$ cat src/hdl/msfc_pkg.sv
// ----------------------------------------------------------------------------
// msfc_pkg - shared definitions of the magic signature file classifier
// Signature table, category codes, counter widths and the view of the
// per-set state that the tracker hands to the signature matcher.
// ----------------------------------------------------------------------------
package msfc_pkg;

	localparam int TEXT_SCAN_LIMIT = 8192;
	localparam int HEAD_LEN        = 8;
	localparam int SEEN_W          = $clog2(TEXT_SCAN_LIMIT + 1);
	localparam int HEAD_IDX_W      = $clog2(HEAD_LEN);
	localparam int HEAD_W          = HEAD_LEN * 8;
	localparam int SIG_COUNT       = 27;
	localparam int CAT_W           = 4;
	localparam int IDX_W           = 5;
	localparam int LEN_W           = 4;

	localparam logic [IDX_W-1:0] NO_MATCH = IDX_W'(SIG_COUNT);

	localparam logic [CAT_W-1:0] CAT_UNKNOWN  = 4'd0;
	localparam logic [CAT_W-1:0] CAT_TEXT     = 4'd1;
	localparam logic [CAT_W-1:0] CAT_BINARY   = 4'd2;
	localparam logic [CAT_W-1:0] CAT_IMAGE    = 4'd3;
	localparam logic [CAT_W-1:0] CAT_AUDIO    = 4'd4;
	localparam logic [CAT_W-1:0] CAT_VIDEO    = 4'd5;
	localparam logic [CAT_W-1:0] CAT_ARCHIVE  = 4'd6;
	localparam logic [CAT_W-1:0] CAT_DOCUMENT = 4'd7;
	localparam logic [CAT_W-1:0] CAT_EXEC     = 4'd8;
	localparam logic [CAT_W-1:0] CAT_SCRIPT   = 4'd9;

	// Patterns hold the first byte in the top bits.
	localparam logic [LEN_W-1:0] SIG_LEN [SIG_COUNT] = '{
		4'd3, 4'd8, 4'd4, 4'd2, 4'd4, 4'd3, 4'd2, 4'd2, 4'd4,
		4'd4, 4'd4, 4'd3, 4'd4, 4'd4, 4'd4, 4'd6, 4'd6, 4'd2,
		4'd3, 4'd6, 4'd4, 4'd8, 4'd2, 4'd4, 4'd4, 4'd4, 4'd2
	};

	localparam logic [CAT_W-1:0] SIG_CAT [SIG_COUNT] = '{
		CAT_IMAGE, CAT_IMAGE, CAT_IMAGE, CAT_IMAGE, CAT_IMAGE,
		CAT_AUDIO, CAT_AUDIO, CAT_AUDIO, CAT_AUDIO, CAT_AUDIO, CAT_AUDIO,
		CAT_VIDEO, CAT_VIDEO,
		CAT_ARCHIVE, CAT_ARCHIVE, CAT_ARCHIVE, CAT_ARCHIVE, CAT_ARCHIVE,
		CAT_ARCHIVE, CAT_ARCHIVE,
		CAT_DOCUMENT, CAT_DOCUMENT,
		CAT_EXEC, CAT_EXEC, CAT_EXEC, CAT_EXEC,
		CAT_SCRIPT
	};

	localparam logic [HEAD_W-1:0] SIG_PAT [SIG_COUNT] = '{
		64'hFFD8FF00_00000000,
		64'h89504E47_0D0A1A0A,
		64'h47494638_00000000,
		64'h424D0000_00000000,
		64'h52494646_00000000,
		64'h49443300_00000000,
		64'hFFFB0000_00000000,
		64'hFFFA0000_00000000,
		64'h52494646_00000000,
		64'h4F676753_00000000,
		64'h664C6143_00000000,
		64'h00000000_00000000,
		64'h1A45DFA3_00000000,
		64'h504B0304_00000000,
		64'h504B0506_00000000,
		64'h52617221_1A070000,
		64'h377ABCAF_271C0000,
		64'h1F8B0000_00000000,
		64'h425A6800_00000000,
		64'hFD377A58_5A000000,
		64'h25504446_00000000,
		64'hD0CF11E0_A1B11AE1,
		64'h4D5A0000_00000000,
		64'h7F454C46_00000000,
		64'hCFFAEDFE_00000000,
		64'hCEFAEDFE_00000000,
		64'h23210000_00000000
	};

	// Head bytes packed with byte 0 in the top bits, as in the patterns.
	typedef struct packed {
		logic [HEAD_W-1:0] head;
		logic [SEEN_W-1:0] seen;
		logic              text;
	} msfc_view_t;

	function automatic logic is_non_text(input logic [7:0] c);
		logic r;
		r = (c < 8'h09) || ((c inside {[8'h0E:8'h1F]}) && (c != 8'h1B));
		return r;
	endfunction

endpackage

$ cat src/hdl/msfc_track.sv
// ----------------------------------------------------------------------------
// msfc_track - per-set state tracker
// Holds the head bytes, the saturating byte count and the text flag, and
// presents the state as it stands once the current byte is taken in.
// ----------------------------------------------------------------------------
module msfc_track (
	input  logic                clk,
	input  logic                arst_n,
	input  logic                commit,
	input  logic [7:0]          byte_value,
	input  logic                last,
	input  logic                empty_set,
	output msfc_pkg::msfc_view_t view
);

	logic [7:0]                  head_q [msfc_pkg::HEAD_LEN];
	logic [msfc_pkg::SEEN_W-1:0] bytes_seen_q;
	logic                        still_text_q;
	logic                        in_head;
	logic                        in_scan;
	logic                        end_set;

	assign in_head = bytes_seen_q < msfc_pkg::SEEN_W'(msfc_pkg::HEAD_LEN);
	assign in_scan = bytes_seen_q < msfc_pkg::SEEN_W'(msfc_pkg::TEXT_SCAN_LIMIT);
	assign end_set = last || empty_set;

	always_comb begin
		view.seen = in_scan ? bytes_seen_q + msfc_pkg::SEEN_W'(1) : bytes_seen_q;
		view.text = still_text_q && !(in_scan && msfc_pkg::is_non_text(byte_value));
		for (int i = 0; i < msfc_pkg::HEAD_LEN; i++) begin
			if (in_head && (bytes_seen_q[msfc_pkg::HEAD_IDX_W-1:0] == msfc_pkg::HEAD_IDX_W'(i)))
				view.head[msfc_pkg::HEAD_W-1-8*i -: 8] = byte_value;
			else
				view.head[msfc_pkg::HEAD_W-1-8*i -: 8] = head_q[i];
		end
	end

	always_ff @(posedge clk or negedge arst_n) begin
		if (!arst_n) begin
			bytes_seen_q <= '0;
			still_text_q <= 1'b1;
		end else if (commit) begin
			if (end_set) begin
				bytes_seen_q <= '0;
				still_text_q <= 1'b1;
			end else begin
				bytes_seen_q <= view.seen;
				still_text_q <= view.text;
			end
		end
	end

	// Head bytes are only read below the count, so they need no reset.
	always_ff @(posedge clk) begin
		if (commit && !empty_set && in_head)
			head_q[bytes_seen_q[msfc_pkg::HEAD_IDX_W-1:0]] <= byte_value;
	end

`ifndef SYNTH
	a_seen_bound: assert property (@(posedge clk) disable iff (!arst_n)
		bytes_seen_q <= msfc_pkg::SEEN_W'(msfc_pkg::TEXT_SCAN_LIMIT))
		else $error("byte count beyond scan limit");
	a_set_restart: assert property (@(posedge clk) disable iff (!arst_n)
		commit && end_set |=> bytes_seen_q == '0 && still_text_q)
		else $error("state not cleared after end of set");
	a_text_sticky: assert property (@(posedge clk) disable iff (!arst_n)
		commit && !end_set && !still_text_q |=> !still_text_q)
		else $error("text flag set again within a set");
`endif

endmodule

$ cat src/hdl/msfc_match.sv
// ----------------------------------------------------------------------------
// msfc_match - signature matcher
// Compares the head against every signature at once and picks the first
// hit in table order; with no hit it falls back to text or binary.
// ----------------------------------------------------------------------------
module msfc_match (
	input  msfc_pkg::msfc_view_t         view,
	output logic [msfc_pkg::CAT_W-1:0] category,
	output logic [msfc_pkg::IDX_W-1:0] signature_index
);

	logic [msfc_pkg::SIG_COUNT-1:0] hit;

	always_comb begin
		for (int k = 0; k < msfc_pkg::SIG_COUNT; k++) begin
			hit[k] = view.seen >= msfc_pkg::SEEN_W'(msfc_pkg::SIG_LEN[k]);
			for (int i = 0; i < msfc_pkg::HEAD_LEN; i++) begin
				if (msfc_pkg::LEN_W'(i) < msfc_pkg::SIG_LEN[k] &&
				    view.head[msfc_pkg::HEAD_W-1-8*i -: 8] !=
				    msfc_pkg::SIG_PAT[k][msfc_pkg::HEAD_W-1-8*i -: 8])
					hit[k] = 1'b0;
			end
		end
	end

	always_comb begin
		category        = view.text ? msfc_pkg::CAT_TEXT : msfc_pkg::CAT_BINARY;
		signature_index = msfc_pkg::NO_MATCH;
		for (int k = msfc_pkg::SIG_COUNT - 1; k >= 0; k--) begin
			if (hit[k]) begin
				category        = msfc_pkg::SIG_CAT[k];
				signature_index = msfc_pkg::IDX_W'(k);
			end
		end
	end

endmodule

$ cat src/hdl/magic_signature_file_classifier.sv
// ----------------------------------------------------------------------------
// magic_signature_file_classifier - file type detection by magic signature
// Streams the bytes of a data set and classifies the set on its last byte.
// ----------------------------------------------------------------------------
// Usage: the input stream carries one byte of a data set per word in
// s_tdata, with s_tlast on the final byte. A word with s_tuser high stands
// for an empty set: its byte and tlast are ignored and it yields category
// unknown at once, dropping any partly received set. Every set yields exactly
// one result word on the output stream: category in bits 3:0 and signature
// index in bits 8:4 (27 when no signature matched). Words without tlast
// produce nothing on the output.
// Throughput is one word per cycle unless an end-of-set word waits for room
// in the output register. An accepted word sits in the input stage, where
// the tracker and the signature matcher work on it; the result enters the
// output register when the word leaves the input stage. The single input
// stage and the output register form the whole pipeline.
// Reset clears the pending words and the per-set count and text flag; the
// next word starts a new set. When the receiver stalls, the output register
// holds its word and one more end-of-set word waits in the input stage; after
// that s_tready drops. Words that produce no result keep flowing meanwhile.
// ----------------------------------------------------------------------------
module magic_signature_file_classifier (
	input  logic        clk,
	input  logic        arst_n,
	input  logic        s_tvalid,
	output logic        s_tready,
	input  logic [7:0]  s_tdata,   // byte_value
	input  logic        s_tlast,   // last
	input  logic        s_tuser,   // empty_set
	output logic        m_tvalid,
	input  logic        m_tready,
	output logic [15:0] m_tdata    // category [3:0], signature_index [8:4], zero fill
);

	// Input stage.
	logic       valid_s1;
	logic [7:0] byte_s1;
	logic       last_s1;
	logic       empty_s1;

	// Output register.
	logic                         out_valid_q;
	logic [msfc_pkg::CAT_W-1:0]   out_cat_q;
	logic [msfc_pkg::IDX_W-1:0]   out_idx_q;

	logic                         s_acc;
	logic                         out_free;
	logic                         ends_s1;
	logic                         adv_s1;
	msfc_pkg::msfc_view_t         view;
	logic [msfc_pkg::CAT_W-1:0]   match_cat;
	logic [msfc_pkg::IDX_W-1:0]   match_idx;

	// A word that ends a set needs room in the output register; any other
	// word leaves the input stage unconditionally.
	assign out_free = !out_valid_q || m_tready;
	assign ends_s1  = last_s1 || empty_s1;
	assign adv_s1   = valid_s1 && (!ends_s1 || out_free);
	assign s_tready = !valid_s1 || adv_s1;
	assign s_acc    = s_tvalid && s_tready;

	always_ff @(posedge clk or negedge arst_n) begin
		if (!arst_n)
			valid_s1 <= 1'b0;
		else if (s_acc)
			valid_s1 <= 1'b1;
		else if (adv_s1)
			valid_s1 <= 1'b0;
	end

	always_ff @(posedge clk) begin
		if (s_acc) begin
			byte_s1  <= s_tdata;
			last_s1  <= s_tlast;
			empty_s1 <= s_tuser;
		end
	end

	msfc_track u_track (
		.clk        (clk),
		.arst_n     (arst_n),
		.commit     (adv_s1),
		.byte_value (byte_s1),
		.last       (last_s1),
		.empty_set  (empty_s1),
		.view       (view)
	);

	msfc_match u_match (
		.view            (view),
		.category        (match_cat),
		.signature_index (match_idx)
	);

	always_ff @(posedge clk or negedge arst_n) begin
		if (!arst_n)
			out_valid_q <= 1'b0;
		else if (adv_s1 && ends_s1)
			out_valid_q <= 1'b1;
		else if (m_tready)
			out_valid_q <= 1'b0;
	end

	always_ff @(posedge clk) begin
		if (adv_s1 && ends_s1) begin
			out_cat_q <= empty_s1 ? msfc_pkg::CAT_UNKNOWN : match_cat;
			out_idx_q <= empty_s1 ? msfc_pkg::NO_MATCH : match_idx;
		end
	end

	assign m_tvalid = out_valid_q;
	assign m_tdata  = {7'd0, out_idx_q, out_cat_q};

`ifndef SYNTH
	a_end_gives_result: assert property (@(posedge clk) disable iff (!arst_n)
		valid_s1 && ends_s1 && out_free |=> m_tvalid)
		else $error("end of set did not produce a result");
	a_unknown_no_sig: assert property (@(posedge clk) disable iff (!arst_n)
		m_tvalid && out_cat_q == msfc_pkg::CAT_UNKNOWN |-> out_idx_q == msfc_pkg::NO_MATCH)
		else $error("unknown category with a signature index");
	a_sig_category: assert property (@(posedge clk) disable iff (!arst_n)
		m_tvalid && out_idx_q != msfc_pkg::NO_MATCH |->
		out_cat_q != msfc_pkg::CAT_UNKNOWN && out_cat_q != msfc_pkg::CAT_TEXT &&
		out_cat_q != msfc_pkg::CAT_BINARY)
		else $error("matched signature with a fallback category");
	a_fallback_index: assert property (@(posedge clk) disable iff (!arst_n)
		m_tvalid && (out_cat_q == msfc_pkg::CAT_TEXT || out_cat_q == msfc_pkg::CAT_BINARY) |->
		out_idx_q == msfc_pkg::NO_MATCH)
		else $error("fallback category with a signature index");
`endif

endmodule
$ cat config.mk
export PLATFORM = sky130hd
export DESIGN_NAME = magic_signature_file_classifier
export DESIGN_NICKNAME = d
export VERILOG_FILES = /design/src/hdl/msfc_pkg.sv /design/src/hdl/msfc_track.sv /design/src/hdl/msfc_match.sv /design/src/hdl/magic_signature_file_classifier.sv
export SDC_FILE = /design/constraint.sdc
export NUM_CORES = 1
export LEC_CHECK = 0
export ABC_AREA = 1
export BUFFER_PORTS_ARGS = -buffer_cell sky130_fd_sc_hd__buf_2
export CORE_MARGIN = 4
export CORE_UTILIZATION = 60
export CTS_BUF_LIST = sky130_fd_sc_hd__clkbuf_4
export CTS_CLUSTER_DIAMETER = 40
export DETAILED_ROUTE_END_ITERATION = 6
export PLACE_DENSITY = 0.78
export SETUP_SLACK_MARGIN = 0.05
export SLEW_MARGIN = 20
export SYNTH_ARGS = -nofsm -noshare
export SYNTH_HDL_FRONTEND = slang
export SYNTH_SLANG_ARGS = --single-unit
$ cat constraint.sdc
create_clock -name clk -period 8.3 [get_ports clk]
set_clock_uncertainty 0.15 [all_clocks]
set_input_delay 0.415 -clock clk [delete_from_list [all_inputs] [get_ports clk]]
set_output_delay 0.415 -clock clk [all_outputs]
set_load 0.05 [all_outputs]
# Word level (Yosys, flattened, before mapping)
# Memories as Yosys holds them, arrays and structs flattened.
# Cells that the tools add are included.
totals:
  register_bits: 36
  ram_bits: 64
  in_bits: 14
  output_inout_bits: 18
  elab_cells: 318
  mem_count: 1
memory_table:
  columns: ["memory", "words", "word_bits", "read_ports", "rd_ports_with_merged_regs", "wr", "line", "rtl"]
  rows:
  - ["u_track.head_q", 8, 8, 8, 0, 1, "msfc_track.sv:16", "logic [7:0] head_q [msfc_pkg::HEAD_LEN];"]
classes:
  addsub: 1
  order_cmp: 10
  eq_ne: 88
  muxes: 169
  n_reduce_logical: 37
op_table:
  columns: ["operator", "count"]
  rows:
  - ["8-bit by 7-bit != test with 1-bit output, second input constant", 35]
  - ["8-bit != test, second input constant", 22]
  - ["1-bit 2-to-1 mux", 107]
  - ["4-bit 2-to-1 mux", 26]
  - ["5-bit 2-to-1 mux", 15]
  - ["8-bit by 6-bit != test with 1-bit output, second input constant", 9]
  - ["8-bit 2-to-1 mux", 8]
  - ["8-bit by 5-bit != test with 1-bit output, second input constant", 7]
  - ["8-bit by 3-bit != test with 1-bit output, second input constant", 4]
  - ["8-bit nonzero test", 4]
  - ["14-bit by 2-bit greater-or-equal comparator with 1-bit output, second input constant", 2]
  - ["14-bit by 3-bit greater-or-equal comparator with 1-bit output, second input constant", 2]
  - ["14-bit 2-to-1 mux", 2]
  - ["8-bit by 4-bit != test with 1-bit output, second input constant", 3]
  - ["1-bit logical AND", 17]
  - ["2-bit 2-to-1 mux", 8]
  - ["14-bit by 1-bit adder with 14-bit output, second input constant", 1]
  - ["14-bit by 4-bit greater-or-equal comparator with 1-bit output, second input constant", 1]
  - ["14-bit < comparator, second input constant", 1]
  - ["14-bit by 4-bit < comparator with 1-bit output, second input constant", 1]
  - ["3-bit == test, second input constant", 4]
  - ["3-bit 2-to-1 mux", 3]
  - ["9-bit OR reduction", 1]
  - ["8-bit by 4-bit greater-or-equal comparator with 1-bit output, second input constant", 1]
  - ["11 further kinds", 21]

# Logic depth before layout (Yosys ltp)
logic_depth:
  word_depth: 34
  ltp_mapped: 22
  mapped_depth_nobuf: 21

# Modules after synthesis
# A second synthesis with hierarchy kept.
unflattened:
  hier_cells: 963
  area_unflattened_um2: 6817.8
modules_own_cells:
  columns: ["module", "n_inst", "cells_per_inst", "area_per_inst_um2", "seq_area_each_um2"]
  rows:
  - ["msfc_track", 1, 479, 4043.9, 2298.5]
  - ["msfc_match", 1, 426, 1924.3, 0.0]
  - ["magic_signature_file_classifier", 1, 58, 849.6, 620.6]

# Worst setup path after synthesis
# OpenSTA, ideal clock, no wires.
synth_path:
  path_kind: "flip-flop to flip-flop"
  from: "reg u_track.bytes_seen_q[1] (netlist name)"
  to: "reg out_idx_q[4] (netlist name), data pin"
  setup_ns: 0.255
  t_arrival_ns: 2.601
  required_time_ns: 7.895
  slack_ns: 5.294
  stages_incl_launch_ff: 21
  n_path_buf: 0
  period_less_slack_ns: 3.006
  path_cell_list: "dfrtp_1 inv_1 ha_1 inv_1 nor2_2 nand3_2 nand2_1 nand2_1 nor2_2 inv_1 nor2_2 inv_1 nor2_1 nand4_1 nand3b_1 o21ai_2 nor2_1 nand2_1 nor2_1 nand2_1 nand2_1"
synth_via:
  elab_chain_cells: 25
  elab_cells_between_ends: 152
  cone_classes: "1 x add/sub; 7 x order compare; 54 x eq/ne; 78 x mux; 12 x reduce/logical"
synth_lines:
  columns: ["element", "line", "rtl"]
  rows:
  - ["start, declared", "msfc_track.sv:17", "logic [msfc_pkg::SEEN_W-1:0] bytes_seen_q;"]
  - ["start signal, assigned", "msfc_track.sv:47", "bytes_seen_q <= view.seen;"]
  - ["branches (longest 24 deep; another with 14-bit by 1-bit adder with 14-bit output)", null, null]
  - ["5-bit 2-to-1 mux (*)", "msfc_match.sv:30", "if (hit[k]) begin"]
  - ["end signal, assigned", "magic_signature_file_classifier.sv:107", "out_idx_q <= empty_s1 ? msfc_pkg::NO_MATCH : match_idx;"]
  - ["end, declared", "magic_signature_file_classifier.sv:44", "logic [msfc_pkg::IDX_W-1:0] out_idx_q;"]
# Mark *: on every way between the ends.
# A chain may end at the register's enable or synchronous reset.

# Worst setup path in the final report
layout_path:
  from: "reg u_track.bytes_seen_q[5] (netlist name)"
  to: "reg out_idx_q[2] (netlist name), data pin"
layout_via:
  elab_chain_cells: 29
  elab_cells_between_ends: 212
  cone_classes: "1 x add/sub; 7 x order compare; 74 x eq/ne; 117 x mux; 13 x reduce/logical"
layout_lines:
  columns: ["element"]
  rows:
  - ["branches (longest 29 deep; another with 14-bit by 1-bit adder with 14-bit output)"]
# Several ways; the timed one is not identified.

==> reports/qor.csv <==
stage,metric,value,unit
outcome,status,completed,
place,hpwl dp,16500,um
clocking,Resized Gates After CTS,0,
power,VDD IR-drop max,0.168,mV
critical_path,Buffers & Inverters on Critical Path,2,
power,leakage power,3.14,nW
logic_synthesis,count of flip-flops with a built-in enable after synthesis,83,
logic_synthesis,Post-synth ARST share,17.0,%
power,Comb power frac,27.2,%
power,Switching Share,40.1,%
detailed_routing,via count,6705,
logic_synthesis,synth unique cells,46,
detailed_routing,vias per cell,6.10,
clocking,Clock Path Buffers,2,
die,die area,13300,sq um
critical_path,Critical Path Sink Type,flip-flop,
critical_path,worst path required time,8440,ps
critical_path,R2R cell count,18,
die,die height,115,um
timing,WHS,190,ps
logic_synthesis,synthesized cell area,6930,sq um
critical_path,maximum fanout along the worst path,30,
place,I/O Buffers,24,
die,FP Rows,38,
power,clock power share,23.6,%
critical_path,CP max stage delay,570,ps
timing,setup TNS,0,ps
global_routing,number of global-route vias before repair,6252,
power,Power per Cell Area,161,nW/um^2
critical_path,critical path depth in cells,18,
clocking,CTS Buf Count,9,
logic_synthesis,top_reg_cell synth,edfxtp_1,
critical_path,"CP delay by family, top",simple AND/OR/NAND/NOR gates,
logic_synthesis,sequential area share after synthesis,42.1,%
global_routing,GRT Total Usage,33.5,%
clocking,CTS hold repair buffers,13,
detailed_routing,Detailed Routing Iterations Pass 1,6,
die,core area,11100,sq um
detailed_routing,final WL,21600,um
critical_path,"critical path, cell by cell",nor2_1 -> nand2_1 -> nor2_4 -> nand2_2 -> nor2_1 -> inv_1 -> o21ai_1 -> nor2_1 -> nand2_1 -> nor2_1 -> nand3_1 -> nor2_1 -> a21oi_2 -> nand2_1 -> nor3_1 -> nand3_1 -> nand2_1 -> inv_1,
finish,Synth-to-Final Area Change,6.71,%
timing,max_slew headroom,30.6,%
power,sequential share of power,49.3,%
critical_path,Worst R2R Setup Slack,4320,ps
timing,Highest Clock Rate,0.251,GHz
finish,fraction of layout cells with a size suffix above 1,14.0,%
critical_path,Critical R2R Capture,out_idx_q[2],
timing,period utilization,47.9,%
critical_path,"Arr. time, crit path",4120,ps
detailed_routing,post-route DRC violation count,0,
critical_path,WS Path Type,flip-flop to flip-flop,
global_routing,GR Overflow Total,0,
global_routing,global-route wire length before repair,33600,um
finish,Fillers,962,
power,Power Internal,0.715,mW
timing,RSZ-0062 raised after global routing,false,
critical_path,CP most frequent cell,nor2_1,
clocking,CTS tree,built,
critical_path,Worst Setup SP,u_track.bytes_seen_q[5],
place,Placer Congestion,1.10,
clocking,worst skew pair latency,510,ps
worst_hold_path,worst hold path type,input pin to async pin,
timing,final slew viol count,0,
finish,Final Net Count,975,
clocking,Post-CTS Setup Bufs,0,
clocking,Clock transition at path regs,180,ps
timing,Worst-Margin Slew,1030,ps
timing,final critical-path required period,3980,ps
die,DIE WIDTH,115,um
global_routing,largest net degree at the start of global routing,31,
logic_synthesis,synthesized area per cell,7.55,sq um
clocking,H-tree lvl count,3,
power,total net switching power,0.477,mW
die,starting density of the core,62.6,%
critical_path,CP max-delay cell,nor2_4,
detailed_routing,antenna-violating nets left,0,
critical_path,CP Launch Type,flip-flop,
critical_path,Reg-to-Reg Start,u_track.bytes_seen_q[5],
detailed_routing,Wirelength per Cell,19.6,um
global_routing,initial antenna violation count,0,
job,MaxCap Viol Count,0,
die,# IOs,32,
finish,diodes inserted,0,
timing,# setup viols final,0,
critical_path,critical path endpoint,out_idx_q[2],
timing,final hold viol count,0,
detailed_routing,DR iter-0 viols,843,
clocking,clock sink count,100,
logic_synthesis,Synth Instances,918,
clocking,clock root buffer,clkbuf_4,
logic_synthesis,YS warnings,0,
logic_synthesis,register bit total from synthesis,100,
[power groups by stage]
stage                     logic (mW)  clock network, mW  registers, mW
after floorplan                0.215                  0          0.601
after global placement         0.307                  0          0.598
after detailed placement       0.306                  0          0.598
after CTS                      0.312              0.280          0.587
after global routing           0.353              0.300          0.590
final                          0.324              0.281          0.588
[metrics by stage]
step	instances	power, mW	setup slack [ps]	area, sq um	utilization (%)
after detailed placement	1071	0.904	4440	7110	64.1
after global routing	1100	1.24	4000	7400	66.8
after CTS	1100	1.18	4380	7390	66.7
final	1100	1.19	4320	7400	66.8
after floorplan	924	0.817	5290	6950	-
after global placement	1071	0.904	4450	7110	64.1
[layer usage]
metal	track usage, %	vias up	share of wire [%]
met5	0	-	0
met4	15.3	0	4.5
met3	6.53	74	10
met2	49.9	439	43
met1	47.5	3055	42
li1	-	3137	-
[cells in the final DEF, fill, tap and decap left out, drive strengths merged, types with 13 or more instances in the layout]
| cell type | netlist | routed |
|---|---|---|
| inv | 129 | 134 |
| dlygate4sd3 | 0 | 13 |
| edfxtp | 83 | 83 |
| nor4 | 13 | 13 |
| nand3 | 72 | 72 |
| nand2 | 231 | 231 |
| nor3 | 42 | 42 |
| dfrtp | 16 | 16 |
| nor2 | 145 | 145 |
| nand4 | 62 | 62 |
| buf | 20 | 29 |
| o21ai | 48 | 48 |
[sequential cells by signal, indices dropped and copies added (netlist names)]
name	cells
u_track.head_q	64
out_idx_q	5
m_tvalid	1
out_cat_q	4
last_s1	1
u_track.still_text_q	1
u_track.bytes_seen_q	14
empty_s1	1
byte_s1	8
valid_s1	1
[worst min-delay path by stage]
stage	start	cells past startpoint	endpoint
after global placement	arst_n	1	u_track.bytes_seen_q[11]
after global routing	arst_n	2	u_track.bytes_seen_q[11]
final	arst_n	2	u_track.bytes_seen_q[10]
after floorplan	arst_n	0	m_tvalid
after CTS	arst_n	2	u_track.bytes_seen_q[9]
after detailed placement	arst_n	1	u_track.bytes_seen_q[11]
[synth_stat cells (all sizes together) (2+ instances only)]
cell | n | area share, %
nand2 | 231 | 13
nor2 | 145 | 9.3
inv | 129 | 7.0
edfxtp | 83 | 36
nand3 | 72 | 5.8
nand4 | 62 | 5.7
o21ai | 48 | 3.8
nor3 | 42 | 3.6
buf | 20 | 2.5
dfrtp | 16 | 5.8
nor4 | 13 | 1.3
a21oi | 7 | 0.56
o22ai | 7 | 0.63
ha | 6 | 1.1
nand3b | 5 | 0.54
a31oi | 4 | 0.36
clkinv | 4 | 0.22
or2 | 4 | 0.36
xor2 | 4 | 0.51
and2 | 2 | 0.18
and3 | 2 | 0.18
clkbuf | 2 | 0.11
nor3b | 2 | 0.36
o211ai | 2 | 0.22
[area by class of cell]
cell class                 instances  area (sq um)  share of cell area (%)
tap                              140           175                    2.37
sequential                       100          2920                    39.5
timing repair buffer              42           288                    3.89
multi-input combinational        669          3360                    45.5
inverter                         133           499                    6.75
clock buffer                       9          67.6                   0.913
clock inverter                     7          83.8                    1.13
[cell families (layout without fill, tap and decap cells)]
| family | count (synthesis) | after routing | share of synthesized area (%) |
|---|---|---|---|
| AOI/OAI and AO/OA | 71 | 71 | 5.90 |
| xor gates and xnor gates | 4 | 4 | 0.505 |
| adders and majority gates | 6 | 6 | 1.08 |
| buffers and inverters | 155 | 191 | 9.82 |
| DFF | 100 | 100 | 42.1 |
| other | 1 | 7 | 0.0541 |
| and+or+nand+nor | 581 | 581 | 40.5 |
Note: power is estimated with default switching activity, not from simulation.
